## src/sact_pkg.sv

```systemverilog
// Package for the set-associative cache tag lookup block.
// Shared constants and types; no dependencies.
`timescale 1ns / 1ps
`default_nettype none
package sact_pkg;
    localparam int NUM_SETS   = 64;
    localparam int MAX_WAYS   = 8;
    localparam int TAG_BITS   = 20;
    localparam int STAMP_BITS = 32;
    localparam int SET_BITS   = (NUM_SETS > 1) ? $clog2(NUM_SETS) : 1;
    localparam int WAY_BITS   = (MAX_WAYS > 1) ? $clog2(MAX_WAYS) : 1;
    localparam int WCNT_BITS  = 4;
    localparam int LINE_BITS  = 2 + TAG_BITS + STAMP_BITS;
    localparam int SET_WORD   = MAX_WAYS * LINE_BITS;
    localparam int CFG_IDX_BITS = 1;
    localparam int CFG_DATA_BITS = 4;
    localparam logic [CFG_IDX_BITS-1:0] REG_REPLACE_MODE = 1'd0;
    localparam logic [CFG_IDX_BITS-1:0] REG_WAYS_IN_USE  = 1'd1;
    localparam logic MODE_LRU = 1'b0;
    localparam logic FUNC_WRITE = 1'b1;

    typedef struct packed {
        logic                  valid;
        logic                  dirty;
        logic [TAG_BITS-1:0]   tag;
        logic [STAMP_BITS-1:0] stamp;
    } t_line;

    typedef struct packed {
        logic                is_write;
        logic [SET_BITS-1:0] set_index;
        logic [TAG_BITS-1:0] tag;
    } t_req;

    typedef enum logic [1:0] {
        ST_IDLE,
        ST_READ,
        ST_EVAL
    } t_bk_state;
endpackage
`default_nettype wire

```

## src/sact_front.sv

```systemverilog
// Front end: accepts request beats and queues them for the back end.
// Depends on sact_pkg.
`timescale 1ns / 1ps
`default_nettype none
module sact_front
    import sact_pkg::*;
(
    input  wire logic                i_clk,
    input  wire logic                i_rst_n,
    input  wire logic                i_valid,
    output logic                     o_stall,
    input  wire logic                i_func,
    input  wire logic [5:0]          i_set_index,
    input  wire logic [TAG_BITS-1:0] i_addr_tag,
    output logic                     o_q_valid,
    input  wire logic                i_q_pop,
    output t_req                     o_q_req
);
    // two-entry queue
    t_req       r_q [2];
    logic       r_rd, r_wr;
    logic [1:0] r_cnt;
    logic       push;
    t_req       req;

    assign o_stall   = (r_cnt == 2'd2);
    assign push      = i_valid && !o_stall;
    assign o_q_valid = (r_cnt != 2'd0);
    assign o_q_req   = r_q[r_rd];

    // classify: set index folded to the set count, kind decoded
    always_comb begin
        req.is_write  = (i_func == FUNC_WRITE);
        req.set_index = SET_BITS'(32'(i_set_index) % NUM_SETS);
        req.tag       = i_addr_tag;
    end

    always_ff @(posedge i_clk) begin
        if (push) begin
            r_q[r_wr] <= req;
        end
        if (!i_rst_n) begin
            r_rd  <= 1'b0;
            r_wr  <= 1'b0;
            r_cnt <= 2'd0;
        end else begin
            if (push) r_wr <= !r_wr;
            if (i_q_pop) r_rd <= !r_rd;
            r_cnt <= r_cnt + 2'(push) - 2'(i_q_pop);
        end
    end

    a_no_overflow: assert property (@(posedge i_clk) disable iff (!i_rst_n)
        r_cnt <= 2'd2) else $error("queue count overflow");
    a_pop_nonempty: assert property (@(posedge i_clk) disable iff (!i_rst_n)
        i_q_pop |-> o_q_valid) else $error("pop from empty queue");
    a_full_stall: assert property (@(posedge i_clk) disable iff (!i_rst_n)
        (r_cnt == 2'd2) |-> o_stall) else $error("full queue not stalled");
endmodule
`default_nettype wire

```

## config.mk

```make
export PLATFORM = sky130hd
export DESIGN_NAME = sact_front
export DESIGN_NICKNAME = d
export VERILOG_FILES = /design/src/sact_pkg.sv /design/src/sact_front.sv
export SDC_FILE = /design/constraint.sdc
export NUM_CORES = 1
export LEC_CHECK = 0
export ABC_AREA = 1
export CAP_MARGIN = 20
export CORE_MARGIN = 8
export CORE_UTILIZATION = 41
export DETAILED_ROUTE_END_ITERATION = 8
export DONT_BUFFER_PORTS = 1
export GPL_TIMING_DRIVEN = 0
export PLACE_DENSITY = 0.65
export SYNTH_ARGS = -nofsm -noshare
export SYNTH_HDL_FRONTEND = slang
export SYNTH_SLANG_ARGS = --single-unit
```

## constraint.sdc

```tcl
create_clock -name i_clk -period 2.5 [get_ports i_clk]
set_input_delay 0.5 -clock i_clk [delete_from_list [all_inputs] [get_ports i_clk]]
set_output_delay 0.5 -clock i_clk [all_outputs]
set_load 0.01 [all_outputs]
```

* After elaboration in Yosys (flattened, before gate mapping)
Memories as Yosys holds them, arrays and structs flattened. A register that Yosys moved wholly into a read port is not among the register bits.
Cells that the tools add are included.
** Operators by class
- Mux-type cells :: 4
- Reductions and logical operators :: 5
- $add $sub $neg :: 2
- Equal/unequal tests :: 1
** Operators by type and width (number)
- 1-bit 2-to-1 mux :: 4
- 1-bit logical NOT :: 3
- 2-bit by 1-bit adder with 2-bit output :: 1
- 2-bit == test, second input constant :: 1
- 2-bit nonzero test :: 1
- 2-bit by 1-bit subtractor with 2-bit output :: 1
- 1-bit logical AND :: 1
** Word-level totals
- Memories :: 1
- Word-level logic and storage cells :: 16
- Input port bits :: 31
- Flip-flop bits (word level) :: 4
- Output and inout port bits :: 29
- RAM bits :: 54
** Memories
- r_q :: depth 2, width 27, read ports 1, clocked after memory_dff 1, write ports 1, line sact_front.sv:20 : t_req r_q [2];

* Depth between registers and ports, before layout
Gate-level depths: netlist (run 1).
- Depth in word-level cells :: 5
- Depth in mapped cells :: 11
- Mapped depth without buffers :: 11

* Worst setup path before layout (run 1)
OpenSTA, ideal clock, no wires.
- Path type :: input port to flip-flop
- Start point :: input i_valid
- End point :: memory r_q[0][0] (netlist name) (enable)
- Setup time :: 0.411 ns
- Data required time :: 2.089 ns
- Path slack :: 0.374 ns
- Path buffers :: 0
- Arrival time :: 1.715 ns
- Stages :: 2
- Cell sequence :: nand2_1 -> nor2_1
** Between the ends
- Word-level cells in the longest chain between the ends :: 3
** RTL lines
- start: declaration :: line sact_front.sv:10 : input wire logic i_valid,
- 1-bit logical AND :: line sact_front.sv:27 : assign push = i_valid && !o_stall;
- 1-bit 2-to-1 mux :: line sact_front.sv:39 : if (push) begin
- 1-bit 2-to-1 mux (not written as such) :: line sact_front.sv:40 : r_q[r_wr] <= req;
- end: declaration :: line sact_front.sv:20
Every way passes these cells.

==> results of run 1 <==
[logic make-up after synthesis]
group | after synthesis
flops | 59
mux | 27
simple gates | 18
buf+inv | 10
compound gates | 2
fa+ha+maj | 2
[synthesized netlist by cell type]
library cell and count:
buf_12 2, ha_1 2, nor2_1 6, buf_6 1
dfxtp_1 5, edfxtp_1 54, nand2_1 10, inv_1 7
nand3_1 2, mux2_2 7, mux2_4 20, a21oi_1 2
[critical path, cell delays in order, from the launching register on]
cell and delay [ns]:
dfxtp_1 0.32, buf_6 0.16, buf_12 0.16, mux2_4 0.33
[through the flow]
stage | setup slack [ns] | hold slack (ns) | util (%) | power, W
floorplan | 0.374 | 0.463 | - | 0.00142
global placement | -0.209 | 0.477 | 43.6 | 0.00146
detailed placement | 0.615 | 0.506 | 44.0 | 0.00149
CTS | 0.608 | 0.245 | 47.8 | 0.00239
global route | 0.640 | 0.235 | 48.3 | 0.00245
finish | 0.705 | 0.263 | 48.3 | 0.00237
[cell type report]
type | instances | share of cell area, %
plain buffers | 3 | 1.95
clock buffers | 10 | 4.86
clock inverters | 6 | 3.05
inverters | 7 | 1.00
multi-input cells | 49 | 18.5
flip-flops and latches | 59 | 65.6
well taps | 72 | 3.43
repair buffers | 2 | 1.62
[sequential cells by signal (all words and copies together) (netlist names), named ones only]
| register | flops |
|---|---|
| r_q | 54 |
| r_cnt | 2 |
| r_rd | 1 |
| r_wr | 1 |
[worst paths after layout]
| kind | to | cells after the start | start | slack (ns) |
|---|---|---|---|---|
| worst max-delay path | o_q_req[24] | 3 | register | 0.70 |
| worst min-delay path | r_q[0][9]$_DFFE_PP_ | 0 | i_addr_tag[9] | 0.26 |
| worst max register to register | r_q[0][14]$_DFFE_PP_ | 5 | r_cnt[0]$_SDFF_PN0_ | 0.80 |
| worst min register to register | register | 2 | r_rd$_SDFFE_PN0P_ | 0.52 |
[power breakdown]
group,internal (W),switching [W],leakage (nW)
sequential,0.00118,0.0000250,0.545
clock,0.000552,0.000349,0.101
combinational,0.000116,0.000147,0.322
total,0.00185,0.000520,0.968
[layout by cell type (no fill, tap or decap), drive strengths merged]
cell      synthesis  final
dfxtp             5      5
nand2            10     10
clkinvlp          0      1
mux2             27     27
a21oi             2      2
clkinv            0      3
clkbuf            0     10
buf               3      5
nand3             2      2
ha                2      2
edfxtp           54     54
inv               7      7
bufinv            0      2
nor2              6      6
[routing by layer]
layer	share of wire [%]	global-route usage, %	wire length, µm
met1	31	7.39	1210
met2	54	16.5	2070
met5	0	0	0
met3	12	6.23	455
met4	3.2	8.88	125
==> metrics.txt, run 1 <==
status=finished clean; number of clock sinks=59; layout overhead on the synthesized area=15.0%; dominant combinational cell family by area after synthesis=multiplexers; GR Util All Layers=9.77%; area share of and/or/nand/nor cells after synthesis=3.07%; fmax=0.557 GHz; worst setup path class=register to output pin; slew margin rel.=58.0%; 1st-pass router iterations=4; post-synth cell types=12; slew at the pin closest to its max-slew limit=0.629 ns; sequential share of the synthesized area=75.4%; drt drc=0; total area of multi-input combinational cells=487 µm²; total number of placement rows=27; first-iteration detailed-routing DRC count=76; RD Place Congestion=0.663; TritonCTS clock tree=yes; top-level port count=60; cell area reported after detailed placement=0.00239 mm²; Final Slew Violations=0; net count reported at finish=164; clock-pin transition on the worst setup and hold timing paths=0.07 ns; Clock Tree Buf Depth=2; maximum capacitance violations=0; main area contributors after synthesis=edfxtp_1 71%, mux2_4 13%, dfxtp_1 4.4%; Worst Path Arrival=1.30 ns; endpoint type of the worst setup path=output pin; Post CTS Setup Buffer Count=0; clock network latency to the later pin of the worst-skew pair=0.33 ns; Cell Count Post-Placement=191; Antenna Cells=0; summed negative setup slack over all endpoints=0 ns; maximum number of pins on one net before global-route repair=28; chip width=90.6 µm; portion of the clock cycle consumed by the worst path in the final layout=71.8%; number of hold-repair buffers added at the cts stage=0; CP required=2.00 ns; ratio of total power to cell area=901 mW/mm²; cell type with the highest aggregate area in the netlist=edfxtp_1; overflow left after global routing=0; initial cell density of the core=42.0%; final setup violation count=0; LEAKAGE=0.968 nW; synthesis-stage register bit count=59; clock tree skew after final layout=0.00757 ns; final cell count without fillers=208; global-route wire length before repair=5680 µm; CP startpoint kind=register; TritonCTS Buffers=9; area used by sequential logic in the layout=0.00172 mm²; number of fill cells=451; fraction of final layout cells sized beyond drive strength 1=33.8%; clock root cell=clkbuf_8; Syn Nets=151; average routed wire per standard cell=18.6 µm; number of warnings reported in the yosys synthesis log=0; complex-gate fraction of the synthesized area=0.438%; Design Area, Final=0.00263 mm²; wire length reported by the detailed router=3870 µm; via count=1010; Port-buffer cells=0; Max IR drop VDD=0.433 mV; mean instance size in the synthesized netlist=19.4 µm²; number of global-route vias before repair=1057; maximum fanout along the worst path=10; multiplexer area fraction after synthesis=16.6%; number of antenna violations at the first check in global routing=0; Total Die Area=0.00821 mm²; final count of hold timing violations=0; type of the most critical hold path=input pin to register; antenna viol nets, final=0; floorplan die height=90.6 µm; fraction of synthesized cell area taken by the top area cell type=71.0%; XOR/XNOR Fraction of Synth Area=0%; per-cell via count in the routed design=4.86; number of H-tree branching levels=3; cells resized by post-CTS repair=0; crit path time final=1.80 ns; Post-Synth Adder-Cell Area=1.10%; DP Wirelength=2690 µm; number of instances in the synthesized netlist=118; cell area after synthesis=0.00228 mm²; Floorplan Core Area=0.00544 mm²; setup repair after global routing missed its margin=false
No activity file was read; power rests on OpenSTA's default activity.
==> run 2: changes to the inputs <==
PLACE_DENSITY = 0.67   (was 0.65)
clock period = 1.5 ns   (was 2.5 ns; I/O delays follow)
==> metrics.txt, run 2 (synthesis gave the netlist of run 1 again) <==
status=finished with violations; violations in the final reports=setup timing; clock-pin transition on the worst setup and hold timing paths=0.06 ns; initial cell density of the core=42.0%; layout overhead on the synthesized area=18.2%; crit path time final=1.58 ns; type of the most critical hold path=input pin to register; portion of the clock cycle consumed by the worst path in the final layout=105%; per-cell via count in the routed design=4.95; overflow left after global routing=0; CP required=1.20 ns; Final Slew Violations=0; Antenna Cells=0; top-level port count=60; most used cells in the layout excluding fill and tap cells=54 x edfxtp_1, 22 x mux2_4, 9 x clkbuf_8, 6 x nand2_1; summed negative setup slack over all endpoints=-1.32 ns; fmax=0.634 GHz; CP startpoint kind=register; largest reg by FF count=r_q; number of H-tree branching levels=3; TritonCTS Buffers=9; via count=1059; fraction of final layout cells sized beyond drive strength 1=45.1%; TritonCTS clock tree=yes; clock tree skew after final layout=0.00356 ns; setup ws final=-0.0780 ns; clock root cell=clkbuf_8; destination of the worst register-to-register timing path=r_cnt[1]$_SDFF_PN0_; R2R depth=11; Floorplan Core Area=0.00544 mm²; number of cells on the worst hold path=0; setup repair after global routing missed its margin=true; clock network latency to the later pin of the worst-skew pair=0.32 ns; GR Util All Layers=11.2%; Max IR drop VDD=0.783 mV; RD Place Congestion=0.637; Total Die Area=0.00821 mm²; Port-buffer cells=0; drt drc=0; worst reg-to-reg setup slack=0.01 ns; Worst Hold End=r_q[0][22]$_DFFE_PP_; final count of hold timing violations=0; wire length reported by the detailed router=4390 µm; Clock Tree Buf Depth=2; LEAKAGE=0.986 nW; max reg flops=54; floorplan die height=90.6 µm; chip width=90.6 µm; antenna viol nets, final=0; maximum capacitance violations=0; most common cell after layout, fill and taps aside=edfxtp_1; net count reported at finish=171; final setup violation count=20; Worst Path Arrival=1.28 ns; biggest regs=r_q (54), r_cnt (2); endpoint type of the worst setup path=output pin; first-iteration detailed-routing DRC count=50; DP Wirelength=2710 µm; number of global-route vias before repair=1180; number of clock sinks=59; final hold slack=0.0704 ns; worst setup path class=register to output pin; Worst R2R Start=r_cnt[0]$_SDFF_PN0_; maximum number of pins on one net before global-route repair=15; total number of placement rows=27; 1st-pass router iterations=4; global-route wire length before repair=6440 µm; slew at the pin closest to its max-slew limit=0.479 ns; slew margin rel.=68.0%; average routed wire per standard cell=20.5 µm; number of antenna violations at the first check in global routing=0; ratio of total power to cell area=1410 mW/mm²; critical hold path startpoint=i_set_index[2]; maximum fanout along the worst path=10
## run 2: cell types whose count changed in the layout (fill, tap and decap cells not counted), sizes merged
cell	delta
clkinvlp	+1
buf	+5
nor2	+1
bufinv	-1
inv	-1
clkbuf	+1
## run 2: layout make-up
class,count,area [µm²]
Multi-Input combinational cell,50,547
Fill cell,447,2740
Sequential cell,59,1730
Clock inverter,4,42.5
Tap cell,72,90.1
Inverter,7,30.0
Clock buffer,11,131
Timing Repair Buffer,7,75.1
Buffer,3,51.3
Timing Repair inverter,1,7.51
## run 2: worst max-delay path by stage
stage,slack (ns),to,from,depth (start not counted)
3_5_place_dp,-0.35,r_q[1][19]$_DFFE_PP_,r_cnt[0]$_SDFF_PN0_,4
4_1_cts,-0.12,o_q_req[13],register,3
5_1_grt,-0.13,o_q_req[13],register,3
2_1_floorplan,0.02,r_q[1][0]$_DFFE_PP_,r_cnt[0]$_SDFF_PN0_,4
6_report,-0.08,o_q_req[13],register,3
3_3_place_gp,-0.24,r_q[1][19]$_DFFE_PP_,r_cnt[0]$_SDFF_PN0_,4
## run 2: layer usage
layer | up-vias | GRT usage (%) | wire length, µm | share of wire [%]
met1 | 519 | 8.74 | 1390 | 32
met3 | 13 | 6.90 | 485 | 11
met4 | 0 | 10.7 | 153 | 3.5
met2 | 43 | 18.5 | 2360 | 54
li1 | 484 | - | - | -
met5 | - | 0 | 0 | 0
## run 2: worst max-delay path, stage by stage (launching register included)
cell	delay (ns)
dfxtp_2	0.33
buf_6	0.14
buf_12	0.15
mux2_4	0.33
## run 2: power by group
group | internal (W) | total, W | switching (W)
Combinational | 0.000237 | 0.000529 | 0.000292
Clock | 0.000744 | 0.00127 | 0.000525
Sequential | 0.00197 | 0.00202 | 0.0000526
Total | 0.00295 | 0.00382 | 0.000870
## run 2: what timing repair did
action | 4_1_cts | 5_1_grt
setup buffers | 3 | 3
pin swaps | 1 | 3
hold buffers | 0 | 0
cloned | 3 | 0
gates resized for setup | 11 | 8
endpoints found under the setup margin | 82 | 53
## run 2: through the flow
stage | util, % | instances | power, W | area, µm² | worst slack [ns]
4_1_cts | 48.8 | 211 | 0.00383 | 2650 | -0.117
5_1_grt | 49.6 | 214 | 0.00397 | 2700 | -0.133
2_1_floorplan | - | 118 | 0.00238 | 2290 | 0.0247
3_3_place_gp | 43.8 | 190 | 0.00244 | 2380 | -0.239
3_5_place_dp | 43.8 | 190 | 0.00247 | 2380 | -0.353
6_report | 49.6 | 214 | 0.00382 | 2700 | -0.0780
==> run 3: changes to the inputs <==
CORE_UTILIZATION = 55   (was 41)
CTS_BUF_LIST = sky130_fd_sc_hd__clkbuf_16   (was default)
PLACE_DENSITY = 0.83   (was 0.67)
SKIP_CTS_REPAIR_TIMING = 1   (was default)
==> metrics.txt, run 3 (synthesis gave the netlist of run 1 again) <==
Max IR drop VDD=0.994 mV; Clock Tree Buf Depth=2; biggest regs=r_q (54), r_cnt (2); floorplan die height=80.4 µm; gate family responsible for the most delay along the worst path=flip-flops; largest reg by FF count=r_q; global-route wire length before repair=5460 µm; overflow left after global routing=0; TritonCTS Buffers=9; violations in the final reports=setup timing; drt drc=0; type of the most critical hold path=input pin to register; total area of multi-input combinational cells=543 µm²; clock root cell=clkbuf_16; initial cell density of the core=57.1%; clock network latency to the later pin of the worst-skew pair=0.32 ns; number of H-tree branching levels=3; DP Wirelength=2550 µm; Port-buffer cells=0; CP required=1.20 ns; layout overhead on the synthesized area=20.9%; number of fill cells=262; maximum number of pins on one net before global-route repair=28; status=finished with violations; Total Die Area=0.00647 mm²; final hold slack=0.0747 ns; Worst Path Arrival=1.26 ns; RD Place Congestion=0.693; most common cell after layout, fill and taps aside=edfxtp_1; ratio of total power to cell area=1590 mW/mm²; slew margin rel.=69.2%; Final Slew Violations=0; clock tree skew after final layout=0.00424 ns; TritonCTS clock tree=yes; GR Util All Layers=12.2%; per-cell via count in the routed design=5.47; number of clock sinks=59; max reg flops=54; via count=1045; CP cell instances=buf_6 > buf_12 > mux2_4; wire length reported by the detailed router=4190 µm; slew at the pin closest to its max-slew limit=0.461 ns; portion of total power attributed to sequential cells=46.1%; number of antenna violations at the first check in global routing=0; highest-delay cell along the critical path=dfxtp_2; net count reported at finish=170; total buffers and inverters traversed by the critical path=2; clock-pin transition on the worst setup and hold timing paths=0.05 ns; setup ws final=-0.0591 ns; setup repair after global routing missed its margin=true; CP startpoint kind=register; internal power=0.00344 W; Worst R2R Start=r_cnt[0]$_SDFF_PN0_; number of global-route vias before repair=1119; cell count along the critical path=3; top-level port count=60; antenna viol nets, final=0; CP Capture Point=o_q_req[17]; LEAKAGE=1.03 nW; most used cells in the layout excluding fill and tap cells=54 x edfxtp_1, 21 x mux2_4, 9 x clkbuf_16, 7 x inv_1, 7 x nand2_1; maximum capacitance violations=0; Floorplan Core Area=0.00400 mm²; crit path time final=1.56 ns; fmax=0.641 GHz; share of total power consumed by net switching=21.5%; final cell count without fillers=191; worst setup path class=register to output pin; chip width=80.4 µm; average routed wire per standard cell=21.9 µm; area used by sequential logic in the layout=0.00172 mm²; Clock Power Share=42.4%; worst reg-to-reg setup slack=0.03 ns; portion of the clock cycle consumed by the worst path in the final layout=104%; final count of hold timing violations=0; Antenna Cells=0; maximum fanout along the worst path=10; Critical Path Max Stage Delay=0.33 ns; power consumption=0.00438 W; Cell Count Post-Placement=168; endpoint type of the worst setup path=output pin; share of total power in combinational logic=11.4%; destination of the worst register-to-register timing path=r_cnt[1]$_SDFF_PN0_; R2R depth=11; total number of placement rows=23; first-iteration detailed-routing DRC count=54; fraction of final layout cells sized beyond drive strength 1=43.3%; NetSw=0.000943 W; final setup violation count=20; 1st-pass router iterations=4
-- run 3: cell types whose count changed in the layout (fill, tap and decap cells not counted), sizes merged --
cell	before	now
clkbuf	11	9
inv	6	8
buf	10	9
-- run 3: per-layer routing --
metal / wire [µm] / vias up / track usage [%]
met1: 1430 / 512 / 9.87
met5: 0 / - / 0
met4: 63 / 0 / 7.09
li1: - / 480 / -
met3: 524 / 7 / 9.71
met2: 2170 / 46 / 20.0
-- run 3: area by class of cell --
| cell class | count | area share [%] |
|---|---|---|
| tap | 50 | 2.27 |
| timing repair buffer | 6 | 2.45 |
| timing repair inverter | 1 | 0.272 |
| inverter | 7 | 1.09 |
| clock inverter | 6 | 1.81 |
| sequential | 59 | 62.4 |
| multi-input combinational | 50 | 19.7 |
| clock buffer | 9 | 8.16 |
| buffer | 3 | 1.86 |
-- run 3: power groups by stage --
stage	clock network, W	registers (W)	logic [W]
after global placement	0	0.00203	0.000404
after detailed placement	0	0.00204	0.000419
after floorplan	0	0.00203	0.000349
after global routing	0.00197	0.00203	0.000534
after CTS	0.00189	0.00201	0.000422
final	0.00186	0.00202	0.000501
-- run 3: how the worst min path moves through the flow --
stage | startpoint | end | slack (ns) | cells after the start
2_1_floorplan | i_rst_n | r_cnt[0]$_SDFF_PN0_ | 0.39 | 2
3_5_place_dp | i_addr_tag[18] | r_q[0][18]$_DFFE_PP_ | 0.40 | 0
5_1_grt | i_addr_tag[9] | r_q[1][9]$_DFFE_PP_ | 0.06 | 0
4_1_cts | i_addr_tag[9] | r_q[1][9]$_DFFE_PP_ | 0.07 | 0
6_report | i_set_index[2] | r_q[0][22]$_DFFE_PP_ | 0.07 | 0
3_3_place_gp | i_rst_n | r_cnt[0]$_SDFF_PN0_ | 0.40 | 2
-- run 3: through the flow --
stage               instance area, µm²  utilization (%)  setup WS (ns)  TNS (ns)
finish                            2760             69.0        -0.0591     -1.06
global route                      2760             69.0         -0.105     -2.51
CTS                               2630             65.7         -0.331    -15.24
detailed placement                2350             58.8         -0.326    -13.07
global placement                  2350             58.8         -0.229     -8.02
floorplan                         2290                -         0.0247         0
-- run 3: worst register-to-register path, stage by stage (launching register included) --
cell and delay (ns):
dfxtp_2 0.34, inv_2 0.05, nand2_2 0.11, nand2_4 0.08
ha_4 0.26, inv_1 0.04, ha_2 0.17, inv_1 0.07
nand2_2 0.08, nand3_2 0.07, nand2_1 0.05, nor2_1 0.11
